<file path="src/hdl/fcsg_pkg.sv">
// Package for the four channel sound generator: opcodes, register offsets,
// configuration indexes and small constant tables. No dependencies.
`timescale 1ns / 1ps
`default_nettype none
package fcsg_pkg;
   typedef enum logic [1:0] {
      OP_WRITE = 2'd0,
      OP_SAMPLE = 2'd1,
      OP_FRAME = 2'd2,
      OP_NONE = 2'd3
   } opcode_type;

   localparam int unsigned CFG_SAMPLE_DIVIDER = 0;
   localparam logic [6:0] DIVIDER_RESET = 7'd95;
   localparam logic [23:0] SQ_LIMIT = 24'd8188;
   localparam logic [15:0] NOISE_SEED = 16'h7fff;

   localparam logic [5:0] A_NR11 = 6'h11, A_NR12 = 6'h12, A_NR13 = 6'h13,
      A_NR14 = 6'h14, A_NR21 = 6'h16, A_NR22 = 6'h17, A_NR23 = 6'h18,
      A_NR24 = 6'h19, A_NR30 = 6'h1a, A_NR31 = 6'h1b, A_NR32 = 6'h1c,
      A_NR33 = 6'h1d, A_NR34 = 6'h1e, A_NR41 = 6'h20, A_NR42 = 6'h21,
      A_NR43 = 6'h22, A_NR44 = 6'h23, A_NR51 = 6'h25, A_NR52 = 6'h26;

   function automatic logic duty_bit(input logic [1:0] sel, input logic [2:0] ph);
      logic [7:0] pat;
      begin
         unique case (sel)
            2'd0: pat = 8'h80;
            2'd1: pat = 8'h81;
            2'd2: pat = 8'he1;
            default: pat = 8'h7e;
         endcase
         duty_bit = pat[ph];
      end
   endfunction

   function automatic logic [3:0] wave_out(input logic [3:0] nib, input logic [1:0] sel);
      begin
         unique case (sel)
            2'd0: wave_out = 4'd0;
            2'd1: wave_out = nib;
            2'd2: wave_out = nib >> 1;
            default: wave_out = nib >> 2;
         endcase
      end
   endfunction
endpackage
`default_nettype wire

</file>
<file path="src/hdl/four_channel_sound_generator.sv">
// Four channel sound generator: top level with register file, channel
// state, mixer and output register. Depends on fcsg_pkg.
//
// Usage. Items arrive on the req_ channel as beats carrying an opcode,
// a register offset and a data byte: opcode 0 writes a register, 1 is a
// sample tick and 2 a frame sequencer tick. Every item is consumed by
// the register/channel logic, so one beat can be accepted in every cycle
// but for a held-off sample tick (see below). A sample tick that completes
// a divider period loads a mixed level into the output register, which
// appears on rsp_ in the cycle after the tick is accepted.
// The output register acts as the skid stage: while a level waits on a
// stalled receiver, further write and frame beats still flow; only a
// sample tick that would emit a new level is held off until the waiting
// level has been taken, or is taken in the same cycle.
// The csr_ port holds the sample divider at offset 0 (reset 95).
// Reset is synchronous and active high: all registers zero with power
// off, channels inactive, the noise register seeded to all ones in its
// low fifteen bits, and no level pending.
`timescale 1ns / 1ps
`default_nettype none
module four_channel_sound_generator
   import fcsg_pkg::*;
#(
   parameter int NOISE_COUNTER_WIDTH = 24
) (
   input wire logic clock,
   input wire logic reset,
   input wire logic req_valid,
   output logic req_ready,
   input wire logic [1:0] req_opcode,
   input wire logic [5:0] req_reg_addr,
   input wire logic [7:0] req_write_data,
   output logic rsp_valid,
   input wire logic rsp_ready,
   output logic signed [6:0] rsp_sample_level,
   input wire logic csr_psel,
   input wire logic csr_penable,
   input wire logic csr_pwrite,
   input wire logic [1:0] csr_paddr,
   input wire logic [31:0] csr_pwdata,
   output logic [31:0] csr_prdata,
   output logic csr_pready
);
   localparam int NW = NOISE_COUNTER_WIDTH;

   logic [7:0] regs_ff [48];
   logic [3:0] act_ff, act_in;
   logic [23:0] pc_ff [3], pc_in [3], rl_ff [3], rl_in [3];
   logic [NW-1:0] npc_ff, npc_in, nrl_ff, nrl_in;
   logic [2:0] ph0_ff, ph0_in, ph1_ff, ph1_in;
   logic [4:0] ph2_ff, ph2_in;
   logic [9:0] len_ff [4], len_in [4];
   logic [3:0] vol_ff [4], vol_in [4];
   logic [4:0] env_ff [4], env_in [4];
   logic [15:0] ns_ff, ns_in;
   logic [6:0] cnt_ff, cnt_in, div_ff;
   logic rv_ff, rv_in;
   logic signed [6:0] lvl_ff, lvl_in;
   logic wr_en;
   logic [5:0] wr_idx;

   function automatic logic [7:0] rd(input logic [5:0] a);
      logic [5:0] i;
      begin
         i = a - 6'd16;
         rd = (i < 6'd48) ? regs_ff[i] : 8'd0;
      end
   endfunction

   // Control registers whose individual fields are picked apart below.
   logic [7:0] nr11, nr12, nr21, nr22, nr30, nr31, nr32, nr41, nr42, nr43, nr52;
   assign nr11 = regs_ff[A_NR11 - 6'd16];
   assign nr12 = regs_ff[A_NR12 - 6'd16];
   assign nr21 = regs_ff[A_NR21 - 6'd16];
   assign nr22 = regs_ff[A_NR22 - 6'd16];
   assign nr30 = regs_ff[A_NR30 - 6'd16];
   assign nr31 = regs_ff[A_NR31 - 6'd16];
   assign nr32 = regs_ff[A_NR32 - 6'd16];
   assign nr41 = regs_ff[A_NR41 - 6'd16];
   assign nr42 = regs_ff[A_NR42 - 6'd16];
   assign nr43 = regs_ff[A_NR43 - 6'd16];
   assign nr52 = regs_ff[A_NR52 - 6'd16];

   // An emitting tick is only blocked while a level is still waiting.
   logic emit_next;
   assign emit_next = ({1'b0, cnt_ff} + 8'd1) >= {1'b0, div_ff};
   assign req_ready = !(req_opcode == OP_SAMPLE && emit_next && rv_ff && !rsp_ready);
   wire accept = req_valid && req_ready;
   wire power = nr52[7];

   logic [7:0] mix;
   logic [5:0] total;
   logic [10:0] p;
   logic [NW-1:0] np;
   logic [8:0] npbase;
   logic [3:0] nib;
   logic fb;
   logic [4:0] wph;
   always_comb begin
      act_in = act_ff;
      pc_in = pc_ff; rl_in = rl_ff; npc_in = npc_ff; nrl_in = nrl_ff;
      ph0_in = ph0_ff; ph1_in = ph1_ff; ph2_in = ph2_ff;
      len_in = len_ff; vol_in = vol_ff; env_in = env_ff;
      ns_in = ns_ff; cnt_in = cnt_ff;
      rv_in = rv_ff && !rsp_ready; lvl_in = lvl_ff;
      wr_en = 1'b0; wr_idx = req_reg_addr - 6'd16;
      mix = rd(A_NR51); total = '0; p = '0; np = '0; npbase = '0;
      nib = '0; fb = 1'b0; wph = '0;
      if (accept) begin
         unique case (req_opcode)
            OP_WRITE: begin
               if (req_reg_addr >= 6'd16 && (req_reg_addr == A_NR52 || power)) begin
                  wr_en = 1'b1;
               end
               if (req_reg_addr >= 6'd16 && req_reg_addr != A_NR52 && power) begin
                  unique case (req_reg_addr)
                     A_NR12: if ((req_write_data & 8'hf8) == 0) act_in[0] = 1'b0;
                     A_NR22: if ((req_write_data & 8'hf8) == 0) act_in[1] = 1'b0;
                     A_NR30: if (!req_write_data[7]) act_in[2] = 1'b0;
                     A_NR42: if ((req_write_data & 8'hf8) == 0) act_in[3] = 1'b0;
                     A_NR14: if (req_write_data[7] && (rd(A_NR12) & 8'hf8) != 0) begin
                        p = {req_write_data[2:0], rd(A_NR13)};
                        act_in[0] = 1'b1;
                        len_in[0] = {3'd0, nr11[5:0], 1'b0};
                        rl_in[0] = {11'd0, p, 2'd0}; pc_in[0] = {11'd0, p, 2'd0};
                        vol_in[0] = nr12[7:4]; env_in[0] = '0;
                     end
                     A_NR24: if (req_write_data[7] && (rd(A_NR22) & 8'hf8) != 0) begin
                        p = {req_write_data[2:0], rd(A_NR23)};
                        act_in[1] = 1'b1;
                        len_in[1] = {3'd0, nr21[5:0], 1'b0};
                        rl_in[1] = {11'd0, p, 2'd0}; pc_in[1] = {11'd0, p, 2'd0};
                        vol_in[1] = nr22[7:4]; env_in[1] = '0;
                     end
                     A_NR34: if (req_write_data[7] && nr30[7]) begin
                        p = {req_write_data[2:0], rd(A_NR33)};
                        act_in[2] = 1'b1; ph2_in = '0;
                        len_in[2] = {1'b0, nr31, 1'b0};
                        rl_in[2] = {11'd0, p, 2'd0}; pc_in[2] = {11'd0, p, 2'd0};
                     end
                     A_NR44: if (req_write_data[7] && (rd(A_NR42) & 8'hf8) != 0) begin
                        npbase = (nr43[2:0] != 3'd0) ?
                           {2'd0, nr43[2:0], 4'd0} : 9'd8;
                        np = NW'({npbase, 1'b0}) << nr43[7:4];
                        act_in[3] = 1'b1;
                        len_in[3] = {3'd0, nr41[5:0], 1'b0};
                        nrl_in = np; npc_in = np;
                        vol_in[3] = nr42[7:4]; env_in[3] = '0;
                        ns_in = NOISE_SEED;
                     end
                     default: ;
                  endcase
               end
            end
            OP_FRAME: begin
               for (int c = 0; c < 4; c++) begin
                  logic [7:0] lr, er;
                  lr = (c == 0) ? rd(A_NR14) : (c == 1) ? rd(A_NR24) :
                       (c == 2) ? rd(A_NR34) : rd(A_NR44);
                  er = (c == 0) ? rd(A_NR12) : (c == 1) ? rd(A_NR22) : rd(A_NR42);
                  if (act_ff[c]) begin
                     if (lr[6]) begin
                        len_in[c] = len_ff[c] + 10'd1;
                        if ((c == 2) ? (len_in[c] == 10'd512 || len_in[c] > 10'd512)
                                     : (len_in[c] >= 10'd128))
                           act_in[c] = 1'b0;
                     end
                     if (c != 2) begin
                        env_in[c] = env_ff[c] + 5'd1;
                        if (env_in[c] >= {er[2:0], 2'd0}) begin
                           env_in[c] = '0;
                           if (er[3]) begin
                              if (vol_ff[c] != 4'd15) vol_in[c] = vol_ff[c] + 4'd1;
                           end else if (vol_ff[c] != 4'd0) begin
                              vol_in[c] = vol_ff[c] - 4'd1;
                           end
                        end
                     end
                  end
               end
            end
            OP_SAMPLE: begin
               if (power) begin
                  if (act_ff[0]) begin
                     pc_in[0] = pc_ff[0] + 24'd1;
                     if (pc_in[0] > SQ_LIMIT) begin
                        ph0_in = ph0_ff + 3'd1; pc_in[0] = rl_ff[0];
                     end
                     if (mix[0] | mix[4])
                        total = total + (duty_bit(nr11[7:6], ph0_in) ?
                           {2'd0, vol_ff[0]} : 6'd0);
                  end
                  if (act_ff[1]) begin
                     pc_in[1] = pc_ff[1] + 24'd1;
                     if (pc_in[1] > SQ_LIMIT) begin
                        ph1_in = ph1_ff + 3'd1; pc_in[1] = rl_ff[1];
                     end
                     if (mix[1] | mix[5])
                        total = total + (duty_bit(nr21[7:6], ph1_in) ?
                           {2'd0, vol_ff[1]} : 6'd0);
                  end
                  if (act_ff[2]) begin
                     pc_in[2] = pc_ff[2] + 24'd1;
                     if (pc_in[2] > SQ_LIMIT) begin
                        ph2_in = ph2_ff + 5'd1; pc_in[2] = rl_ff[2];
                     end
                     wph = ph2_in;
                     nib = wph[0] ? regs_ff[6'd32 + {2'd0, wph[4:1]}][3:0]
                                  : regs_ff[6'd32 + {2'd0, wph[4:1]}][7:4];
                     if (mix[2] | mix[6])
                        total = total + {2'd0, wave_out(nib, nr32[6:5])};
                  end
                  if (act_ff[3]) begin
                     npc_in = npc_ff - NW'(1);
                     if (npc_in == '0) begin
                        fb = ~(ns_ff[0] ^ ns_ff[1]);
                        ns_in = {fb, ns_ff[15:1]};
                        if (nr43[2]) ns_in[6] = fb;
                        npc_in = nrl_ff;
                     end
                     if ((mix[3] | mix[7]) && ns_in[0])
                        total = total + {2'd0, vol_ff[3]};
                  end
               end
               cnt_in = cnt_ff + 7'd1;
               if (emit_next) begin
                  cnt_in = '0; rv_in = 1'b1;
                  lvl_in = power ? 7'({total, 1'b0} - 7'd60) : 7'sd0;
               end
            end
            default: ;
         endcase
      end
   end

   always_ff @(posedge clock) begin
      if (reset) begin
         for (int i = 0; i < 48; i++) regs_ff[i] <= '0;
         act_ff <= '0;
         for (int i = 0; i < 3; i++) begin pc_ff[i] <= '0; rl_ff[i] <= '0; end
         for (int i = 0; i < 4; i++) begin
            len_ff[i] <= '0; vol_ff[i] <= '0; env_ff[i] <= '0;
         end
         npc_ff <= '0; nrl_ff <= '0;
         ph0_ff <= '0; ph1_ff <= '0; ph2_ff <= '0;
         ns_ff <= NOISE_SEED; cnt_ff <= '0; div_ff <= DIVIDER_RESET;
         rv_ff <= 1'b0; lvl_ff <= '0;
      end else begin
         if (wr_en) regs_ff[wr_idx] <= req_write_data;
         act_ff <= act_in; pc_ff <= pc_in; rl_ff <= rl_in;
         npc_ff <= npc_in; nrl_ff <= nrl_in;
         ph0_ff <= ph0_in; ph1_ff <= ph1_in; ph2_ff <= ph2_in;
         len_ff <= len_in; vol_ff <= vol_in; env_ff <= env_in;
         ns_ff <= ns_in; cnt_ff <= cnt_in;
         rv_ff <= rv_in; lvl_ff <= lvl_in;
         if (csr_psel && csr_penable && csr_pwrite && csr_paddr == 2'(CFG_SAMPLE_DIVIDER))
            div_ff <= csr_pwdata[6:0];
      end
   end

   assign rsp_valid = rv_ff;
   assign rsp_sample_level = lvl_ff;
   assign csr_pready = 1'b1;
   assign csr_prdata = (csr_paddr == 2'(CFG_SAMPLE_DIVIDER)) ? {25'd0, div_ff} : 32'd0;

   // A waiting level must hold until the receiver takes it.
   a_hold: assert property (@(posedge clock) disable iff (reset)
      rsp_valid && !rsp_ready |=> rsp_valid && $stable(rsp_sample_level))
      else $error("level changed while stalled");
   // The level register only fills from an accepted sample tick.
   a_src: assert property (@(posedge clock) disable iff (reset)
      !rsp_valid && !(req_valid && req_ready && req_opcode == OP_SAMPLE) |=> !rsp_valid)
      else $error("level without sample tick");
   // While power is off every emitted level is silence.
   a_off: assert property (@(posedge clock) disable iff (reset)
      req_valid && req_ready && req_opcode == OP_SAMPLE && !power && emit_next
      |=> rsp_sample_level == 7'sd0)
      else $error("level while powered off");
endmodule
`default_nettype wire

</file>
<file path="config.mk">
export PLATFORM = sky130hd
export DESIGN_NAME = four_channel_sound_generator
export DESIGN_NICKNAME = d
export VERILOG_FILES = /design/src/hdl/fcsg_pkg.sv /design/src/hdl/four_channel_sound_generator.sv
export SDC_FILE = /design/constraint.sdc
export NUM_CORES = 1
export LEC_CHECK = 0
export ABC_AREA = 0
export BUFFER_PORTS_ARGS = -buffer_cell sky130_fd_sc_hd__buf_4
export CAP_MARGIN = 10
export CORE_MARGIN = 2
export CORE_UTILIZATION = 45
export DETAILED_ROUTE_END_ITERATION = 10
export GPL_TIMING_DRIVEN = 0
export PLACE_DENSITY = 0.68
export RECOVER_POWER = 100
export SLEW_MARGIN = 20
export SYNTH_ARGS = -nofsm -noshare
export SYNTH_HDL_FRONTEND = slang
export SYNTH_SLANG_ARGS = --single-unit
</file>
<file path="constraint.sdc">
create_clock -name clock -period 16.5 [get_ports clock]
set_input_delay 0 -clock clock [delete_from_list [all_inputs] [get_ports clock]]
set_output_delay 0 -clock clock [all_outputs]
set_load 0.005 [all_outputs]
</file>
## Word-level counts from Yosys, hierarchy flattened

Memory sizes are Yosys's and may differ from the RTL's.
Index checks and enable logic that the tools add are counted.

| cells by class | value |
|---|---|
| $add $sub $neg | 28 |
| magnitude comparators | 14 |
| eq/ne operators | 66 |
| shift operators | 1 |
| multiplexer cells | 201 |
| bitwise gates (word level) | 6 |
| reduce and logical (&&, ||, !) cells | 64 |

Operator list:

| cell | number |
|---|---|
| $mux 24 | 18 |
| $mux 10 | 17 |
| $mux 16 | 10 |
| $mux 72 | 2 |
| $pmux 72 s2 | 1 |
| $mux 4 | 33 |
| $mux 5 | 23 |
| $mux 6 | 19 |
| $mux 8 | 12 |
| $reduce_bool 32->1 | 3 |
| $pmux 40 s2 | 1 |
| $add 24x1->24 const B | 3 |
| $gt 24x13->1 const B | 3 |
| $reduce_and 7->1 | 8 |
| $pmux 24 s2 | 1 |
| $pmux 8 s3 | 2 |
| $ne 2x2->1 const B | 22 |
| $ne 3x3->1 const B | 14 |
| $reduce_and 6->1 | 7 |
| $add 10x1->10 const B | 4 |
| $mux 40 | 1 |
| $eq 6x5->1 const B | 6 |
| $mux 1 | 33 |
| $logic_not 32->1 | 1 |
| other kinds (55) | 136 |

| storage, ports and cells | value |
|---|---|
| flip-flop bits (word level) | 273 |
| memory bits (writable) | 384 |
| bits of input ports | 57 |
| output and inout bits | 42 |
| logic and storage cells | 412 |
| memories kept | 1 |

Memories:

| memory | depth | width | rd ports | clocked after memory_dff | wr ports | line | RTL |
|---|---|---|---|---|---|---|---|
| regs_ff | 48 | 8 | 20 | 0 | 48 | four_channel_sound_generator.sv:46 | `logic [7:0] regs_ff [48];` |

## Longest topological paths before layout

Gate-level depths: netlist of the first run.

| logic depth | value |
|---|---|
| depth after elaboration | 36 |
| mapped depth | 33 |
| mapped depth without buffers | 32 |

## Least setup slack after synthesis of the first run

No wires, ideal clock.

| timing | value |
|---|---|
| path kind | reg2reg |
| start | register pc_ff[48] (netlist bit) |
| end | register lvl_ff[6], in the netlist rsp_sample_level[6] |
| setup time | 117 ps |
| data arrival time | 6478 ps |
| required time | 16383 ps |
| slack | 9904 ps |
| cell stages (with the launch flop) | 32 |
| buffers on the path | 2 |
| clock period less this slack | 6596 ps |
| cell sequence | dfxtp_1 -> ha_1 -> and4_1 -> clkbuf_1 -> and4_1 -> nor2b_1 -> xnor2_1 -> or4b_1 -> buf_2 -> o221ai_1 -> or3b_1 -> a31oi_1 -> and3_1 -> ha_1 -> inv_1 -> fa_1 -> nor2_1 -> a41o_1 -> fa_1 -> nor2_1 -> inv_1 -> o21a_1 -> inv_1 -> fa_1 -> xor2_1 -> o21a_1 -> a21boi_0 -> and2_1 -> ha_1 -> nand2_1 -> a22oi_1 -> nand2_1 |

| between the ends | value |
|---|---|
| word-level cells in the longest chain between the ends | 35 |

RTL lines:

| what | line | RTL |
|---|---|---|
| from (decl) | four_channel_sound_generator.sv:48 | `logic [23:0] pc_ff [3], pc_in [3], rl_ff [3], rl_in [3];` |
| from (signal assigned) | four_channel_sound_generator.sv:250 | `act_ff <= act_in; pc_ff <= pc_in; rl_ff <= rl_in;` |
| $add 24x1->24 (*) | four_channel_sound_generator.sv:185 | `pc_in[0] = pc_ff[0] + 24'd1;` |
| $gt 24x13->1 (*) | four_channel_sound_generator.sv:186 | `if (pc_in[0] > SQ_LIMIT) begin` |
| $mux 3 (*) | four_channel_sound_generator.sv:186 |  |
| $mux 3 (*) | four_channel_sound_generator.sv:184 | `if (act_ff[0]) begin` |
| $mux 3 (*) | four_channel_sound_generator.sv:183 | `if (power) begin` |
| $mux 3 (*) | four_channel_sound_generator.sv:110 | `unique case (req_opcode)` |
| $mux 3 (*) | four_channel_sound_generator.sv:109 | `if (accept) begin` |
| $bmux 1 s3 (*) | fcsg_pkg.sv:33 | `duty_bit = pat[ph];` |
| (+19 left out) | -- |  |
| $add 6x4->6 | four_channel_sound_generator.sv:222 | `total = total + {2'd0, vol_ff[3]};` |
| $mux 6 | four_channel_sound_generator.sv:221 | `if ((mix[3] \| mix[7]) && ns_in[0])` |
| $mux 6 (*) | four_channel_sound_generator.sv:213 | `if (act_ff[3]) begin` |
| $mux 6 (*) | four_channel_sound_generator.sv:183 |  |
| $mux 6 (*) | four_channel_sound_generator.sv:110 |  |
| $mux 6 (*) | four_channel_sound_generator.sv:109 |  |
| $sub 7x6->7 (*) | four_channel_sound_generator.sv:228 | `lvl_in = power ? 7'({total, 1'b0} - 7'd60) : 7'sd0;` |
| $mux 7 (*) | four_channel_sound_generator.sv:228 |  |
| to (signal assigned) | four_channel_sound_generator.sv:255 | `rv_ff <= rv_in; lvl_ff <= lvl_in;` |
| to (decl) | four_channel_sound_generator.sv:58 | `logic signed [6:0] lvl_ff, lvl_in;` |

Mark *: on every way between the ends. The rest lies on a longest branch, timed or not. The select of a mux whose other input is x is not followed.
A chain may end at the register's enable or synchronous reset.

## Worst setup path in the final report of the first run

| timing | value |
|---|---|
| start | register pc_ff[0] (netlist bit) |
| end | register lvl_ff[6], in the netlist rsp_sample_level[6] |

| between the ends | value |
|---|---|
| word-level cells in the longest chain between the ends | 30 |

RTL lines:

| what | line | RTL |
|---|---|---|
| $add 24x1->24 (*) | four_channel_sound_generator.sv:203 | `pc_in[2] = pc_ff[2] + 24'd1;` |
| $gt 24x13->1 (*) | four_channel_sound_generator.sv:204 | `if (pc_in[2] > SQ_LIMIT) begin` |
| $mux 5 (*) | four_channel_sound_generator.sv:204 |  |
| $mux 5 (*) | four_channel_sound_generator.sv:202 | `if (act_ff[2]) begin` |
| $mux 5 (*) | four_channel_sound_generator.sv:183 |  |
| $mux 5 (*) | four_channel_sound_generator.sv:110 |  |
| $mux 5 (*) | four_channel_sound_generator.sv:109 |  |
| $add 6x4->6 | four_channel_sound_generator.sv:208, four_channel_sound_generator.sv:209 |  |
| (+14 left out) | -- |  |
| $add 6x4->6 | four_channel_sound_generator.sv:222 |  |
| $mux 6 | four_channel_sound_generator.sv:221 |  |
| $mux 6 (*) | four_channel_sound_generator.sv:213 |  |
| $mux 6 (*) | four_channel_sound_generator.sv:183 |  |
| $mux 6 (*) | four_channel_sound_generator.sv:110 |  |
| $mux 6 (*) | four_channel_sound_generator.sv:109 |  |
| $sub 7x6->7 (*) | four_channel_sound_generator.sv:228 |  |
| $mux 7 (*) | four_channel_sound_generator.sv:228 |  |

Marks and branches as above.

==> run metrics, run 1 <==
Critical Path RT=approximately 17000 ps; Setup-failing EPs final=0; share of cells above drive strength 1=0.0636; status=finished, final reports clean; most frequent cell after synthesis=nor2_1; Die Footprint=63400 µm²; Initial DRC Count=about 2.6k; Worst-Skew Late Latency=between 600 and 700 ps; top cells by instance count after synthesis=390 x nor2_1, 267 x dfxtp_1, 244 x and2_1; Post-synth EDFFs=between 200 and 250; initial antenna violation count=7; Die Wd=252 µm; Worst Tran Pin Value=1440 ps; unrepaired setup endpoints after global routing=false; fin area=31000 µm²; Crit Path Max Fanout=10; share of the synthesized area in the top cell type=0.249; synthesized area per cell=slightly above 9 µm²; min-delay worst type=input pin to flop; CP max stage cell=nor3_1; clk sinks=496; Post-Syn Area=27600 µm²; total grt overflow=0; min-delay src=req_reg_addr[2]; crit end category=flop; Clock Tree Root=clkbuf_16; largest net degree at the start of global routing=15; # rows=90; 1st-pass router iterations=6; Vert. Die Dim=252 µm; vias in the first global route=between 20k and 25k; Tot GR Track Use=0.259; TNS Setup=0 ps; CTS tree=done; main flop type after synthesis=dfxtp_1; Final nets=3319; Lkg Pwr=approximately 12 nW; Post-Route WL=83700 µm; area grow syn2layout=12.4%; Worst Path Arrival=9120 ps; Resize count post-CTS=0; htree depth=2; CP startpoint kind=flop; Core Util, Final=0.513; number of max-cap violations=0; Final Hold Viols=0; Starting Density=0.457; Synth Warn #=0; placer congestion estimate=about 1; unique cell type count in the Yosys netlist=95; critical path's most frequent cell=ha_1; num ports=99; cts hold-fix bufs=21; achievable clock frequency=116 MHz; slowest stage delay, CP=1040 ps; largest cells by area after synthesis=edfxtp_1 25%, dfxtp_1 19%, and2_1 5.5%, nor2_1 5.3%, mux2i_1 4.4%; Yosys top cell by area=edfxtp_1; Crit Path Category=flop to flop; Max VDD drop=around 80 µV; Inserted Clock Buffers=55; Fin Hold WS=69.3 ps; routed vias/inst=between 5 and 6; Rel. slew slack=0.0341; DRC Markers=0; Seq/Total Area, Yosys=0.442; Final min period=8630 ps; max-slew violation count=0; CORE AREA=between 60000 and 70000 µm²; clk buf depth=3; placed cell area=29000 µm²; remaining antenna violation count=0; final clock skew=38.8 ps; FF+latch count, synth=496; post-DR wirelength/cell=20.8 µm; Buffers on Ports=39; final worst path period share=0.523; Post-CTS Setup Bufs=0; first-pass GRT wire length=127000 µm; DP HPWL=between 50000 and 60000 µm; share of flip-flops with an asynchronous set or reset=0; Reg clk slew, reported paths=about 60 ps; Cells after Synth=3050; vias after detailed routing=23.7k; Overall Power=2.75 mW; Crit. Startpoint=pc_ff[0]; power density cells=88.6 nW/µm²; worst reg2reg startpoint=pc_ff[0]
final cells by class:
| cell class | count | area [µm²] |
|---|---|---|
| diodes | 3 | 7.51 |
| plain buffers | 222 | 985 |
| clock buffers | 76 | 1550 |
| clock inverters | 25 | 307 |
| fillers | 5579 | 29400 |
| inverters | 63 | 236 |
| multi-input cells | 2294 | 14200 |
| flip-flops and latches | 496 | 12200 |
| well taps | 782 | 978 |
| repair buffers | 62 | 507 |
path summary, 6_finish.rpt:
| check | endpoint | slack (ps) | depth (start not counted) |
|---|---|---|---|
| setup reg to reg | rsp_sample_level[6] | 7870 | 30 |
| setup / recovery | rsp_sample_level[6] | 7870 | 30 |
| hold reg to reg | ns_ff[7] | 460 | 1 |
| hold / removal | regs_ff[4][6] | 70 | 4 |
cell usage in the layout (no fill, tap or decap), types with 25 or more instances in the layout:
cell       instances
and2_0           145
xnor2_1           75
o21ai_0           91
clkbuf_1         198
dfxtp_1          267
a21oi_1          203
nand2b_1          29
nor2_1           392
or2_0             28
nand2_1          194
inv_1             62
xor2_1            35
nor4_1            32
a211o_1           25
and3_1            57
ha_1              62
a211oi_1          58
clkbuf_16         56
nand4_1           32
mux2i_1          121
nand3_1           90
a31oi_1           25
conb_1            27
edfxtp_1         229
and2_1            99
nor3_1           129
buf_4             61
report_power, final:
group          switching [mW]  total, mW  internal, mW
logic                   0.113      0.156        0.0432
registers              0.0137       1.32          1.31
clock network           0.525       1.27         0.749
registers in the layout, summed over array words and instances, names as in the netlist:
register          count
div_ff                7
rsp_valid             1
ph1_ff                3
len_ff               40
rl_ff                33
env_ff               15
ph2_ff                5
cnt_ff                7
nrl_ff               19
npc_ff               24
act_ff                4
ns_ff                16
regs_ff             229
pc_ff                72
ph0_ff                3
vol_ff               12
rsp_sample_level      6
per-stage QoR:
| stage | std cells | worst slack, ps |
|---|---|---|
| after floorplan | 3075 | 9900 |
| after global placement | 3896 | 8300 |
| after detailed placement | 3898 | 8540 |
| after CTS | 4020 | 8500 |
| after global routing | 4020 | 7300 |
| final | 4023 | 7870 |
routing by layer:
layer / wire (µm) / vias up / part of all wire / global-route usage
li1: - / 11200 / - / -
met1: 36200 / 11200 / 0.43 / 0.355
met2: 36700 / 1103 / 0.44 / 0.401
met3: 8030 / 180 / 0.096 / 0.0581
met4: 2780 / 6 / 0.033 / 0.0940
met5: 42 / - / 0.00050 / 0
cell families (layout without fill, tap and decap cells):
kind of cell,after synthesis,after routing,synth area share
XOR/XNOR,111,111,0.0355
AO/OA/AOI/OAI,595,595,0.142
adder cells (fa/ha/maj),68,68,0.0324
multiplexers,135,135,0.0504
buffers and inverters,285,448,0.0447
other,2,30,0.000272
flip-flops,496,496,0.442
AND/OR/NAND/NOR,1358,1358,0.253
worst max-delay path, delay by kind of cell (launching register included):
kind,cells,cell delay (ps)
AO/OA/AOI/OAI,10,2220
adder cells (fa/ha/maj),5,1700
buffers and inverters,4,750
flip-flops,1,440
AND/OR/NAND/NOR,9,2550
XOR/XNOR,2,840
Power figures use the tool's default switching activity.
==> run 2: changes to the inputs <==
==> constraint.sdc (replaced) <==
create_clock -name clock -period 8.7 [get_ports clock]
set_input_delay 0 -clock clock [delete_from_list [all_inputs] [get_ports clock]]
set_output_delay 0 -clock clock [all_outputs]
set_load 0.005 [all_outputs]
==> run 2 against run 1 <==
The flow now finishes with violations (capacitance limit). Clock power is 91% higher. Critical endpoint unchanged. Core utilization about the same. Critical path type unchanged. Largest cell class unchanged. Highest routed layer unchanged. Sequential share of layout area is essentially flat. Final cell count unchanged. Via count hardly changed.
==> run metrics, run 2 (synthesis gave the netlist of run 1 again) <==
status=finished, violations left; failing checks=capacitance limit; Post-CTS Setup Bufs=0 (unchanged); 1st-pass router iterations=6 (unchanged); DRC Markers=0 (unchanged); fin area=31100 µm² (about the same); unrepaired setup endpoints after global routing=false; achievable clock frequency=123 MHz (+6.0%); Setup-failing EPs final=0 (unchanged); first-pass GRT wire length=127000 µm (unchanged); Fin Hold WS=74.5 ps (+5.21 ps); final clock skew=40.0 ps (+1.21 ps); Tot GR Track Use=0.259 (unchanged); slowest stage delay, CP=760 ps (-280 ps); # rows=90 (unchanged); CTS tree=done; critical path's most frequent cell=ha_1; placed cell area=29000 µm² (unchanged); Worst Tran Pin Value=1460 ps (+25.3 ps); Final min period=8150 ps (-485 ps); vias after detailed routing=23.7k (-0.051%); largest register by flop count=regs_ff; routed vias/inst=5.90 (about the same); Crit Path Max Fanout=10 (unchanged); Inserted Clock Buffers=55 (unchanged); min-delay worst type=input pin to flop; max-slew violation count=0 (unchanged); Worst Path Arrival=8640 ps (-480 ps); Critical Path RT=9190 ps (-7800 ps); Reg clk slew, reported paths=60 ps (about the same); share of cells above drive strength 1=0.0655 (+0.00185); crit end category=flop; clk sinks=496 (unchanged); CORE AREA=60500 µm² (unchanged); number of max-cap violations=1 (+1); area grow syn2layout=12.5% (about the same); Initial DRC Count=2584 (+1.1%); Core Util, Final=0.514 (about the same); initial antenna violation count=7 (unchanged); Buffers on Ports=39 (unchanged); total grt overflow=0 (unchanged); final worst path period share=0.936 (+0.413); Largest regs=regs_ff x229, pc_ff x72, len_ff x40; Final Hold Viols=0 (unchanged); largest net degree at the start of global routing=15 (unchanged); Lkg Pwr=11.6 nW (+0.12%); Rel. slew slack=0.0171 (-0.0170); Overall Power=5.21 mW (+90%); clk buf depth=3 (unchanged); Crit Path Category=flop to flop; max FFs per register=229 (unchanged); Max VDD drop=153 µV (+90%); Die Footprint=63400 µm² (unchanged); most frequent cells in the layout=392 x nor2_1, 267 x dfxtp_1, 229 x edfxtp_1, 203 x a21oi_1; htree depth=2 (unchanged); num ports=99 (unchanged); Resize count post-CTS=0 (unchanged); remaining antenna violation count=0 (unchanged); post-DR wirelength/cell=20.8 µm (about the same); FF/Latch Area=12200 µm² (unchanged); Starting Density=0.457 (unchanged); CP startpoint kind=flop; Clock Tree Root=clkbuf_16; placer congestion estimate=0.981 (unchanged); power density cells=168 nW/µm² (+90%); Post-Route WL=83800 µm (about the same); CP max stage cell=o211ai_1; vias in the first global route=21.6k (unchanged); Register-to-Register Path Depth=30 (unchanged); Die Wd=252 µm (unchanged); Final nets=3319 (unchanged); Vert. Die Dim=252 µm (unchanged); Multi-input gate area=14300 µm² (+0.12%); most common cell after layout, fill and taps aside=nor2_1; Fillers=5575 (-0.072%); TNS Setup=0 ps (unchanged); Worst-Skew Late Latency=630 ps (about the same); DP HPWL=59700 µm (unchanged); hold depth=4 (unchanged)
## run 2: cell count changes in the layout (fill, tap and decap cells not counted), sizes merged
cell    before  now
buf         71   75
clkbuf     268  264
## run 2: power by group
group | total, mW | switching [mW] | leakage (nW) | internal [mW]
clock network | 2.42 | 0.996 | 0.906 | 1.42
logic | 0.296 | 0.214 | 6.18 | 0.0820
registers | 2.50 | 0.0261 | 4.52 | 2.48
## run 2: path summary, 6_finish.rpt
check | start | end | slack [ps]
max | pc_ff[0] | rsp_sample_level[6] | 550
min | req_reg_addr[2] | regs_ff[4][6] | 70
max reg2reg | pc_ff[0] | rsp_sample_level[6] | 550
min reg2reg | ns_ff[7] | ns_ff[7] | 460
## run 2: what timing repair did
item | in CTS | in global routing
hold endpoints to repair | 34 | 0
endpoints found under the setup margin | 0 | 0
hold buffers | 21 | 0
## run 2: routing by layer
metal  routed length (µm)  track usage
met5                   39            0
met4                 2890       0.0940
met3                 8260       0.0581
met2                36600        0.401
met1                36000        0.355
## run 2: critical path: cells and delay by family (launching register included)
| kind | cells | cell delay, ps |
|---|---|---|
| flops | 1 | 440 |
| compound gates | 9 | 2590 |
| fa+ha+maj | 5 | 1690 |
| buf+inv | 5 | 1150 |
| simple gates | 10 | 1980 |
| xor+xnor | 1 | 170 |
## run 2: through the flow
stage	instances	setup WS, ps
finish	4023	553
global route	4020	107
CTS	4020	704
detailed placement	3898	741
global placement	3896	502
floorplan	3075	2100
## run 2: cell type report
class                   instances  share of cell area
plain buffers                 222              0.0320
clock buffers                  76              0.0498
clock inverters                25             0.00987
diodes                          3            0.000242
repair buffers                 62              0.0163
inverters                      63             0.00761
flip-flops and latches        496               0.393
well taps                     782              0.0315
multi-input cells            2294               0.459
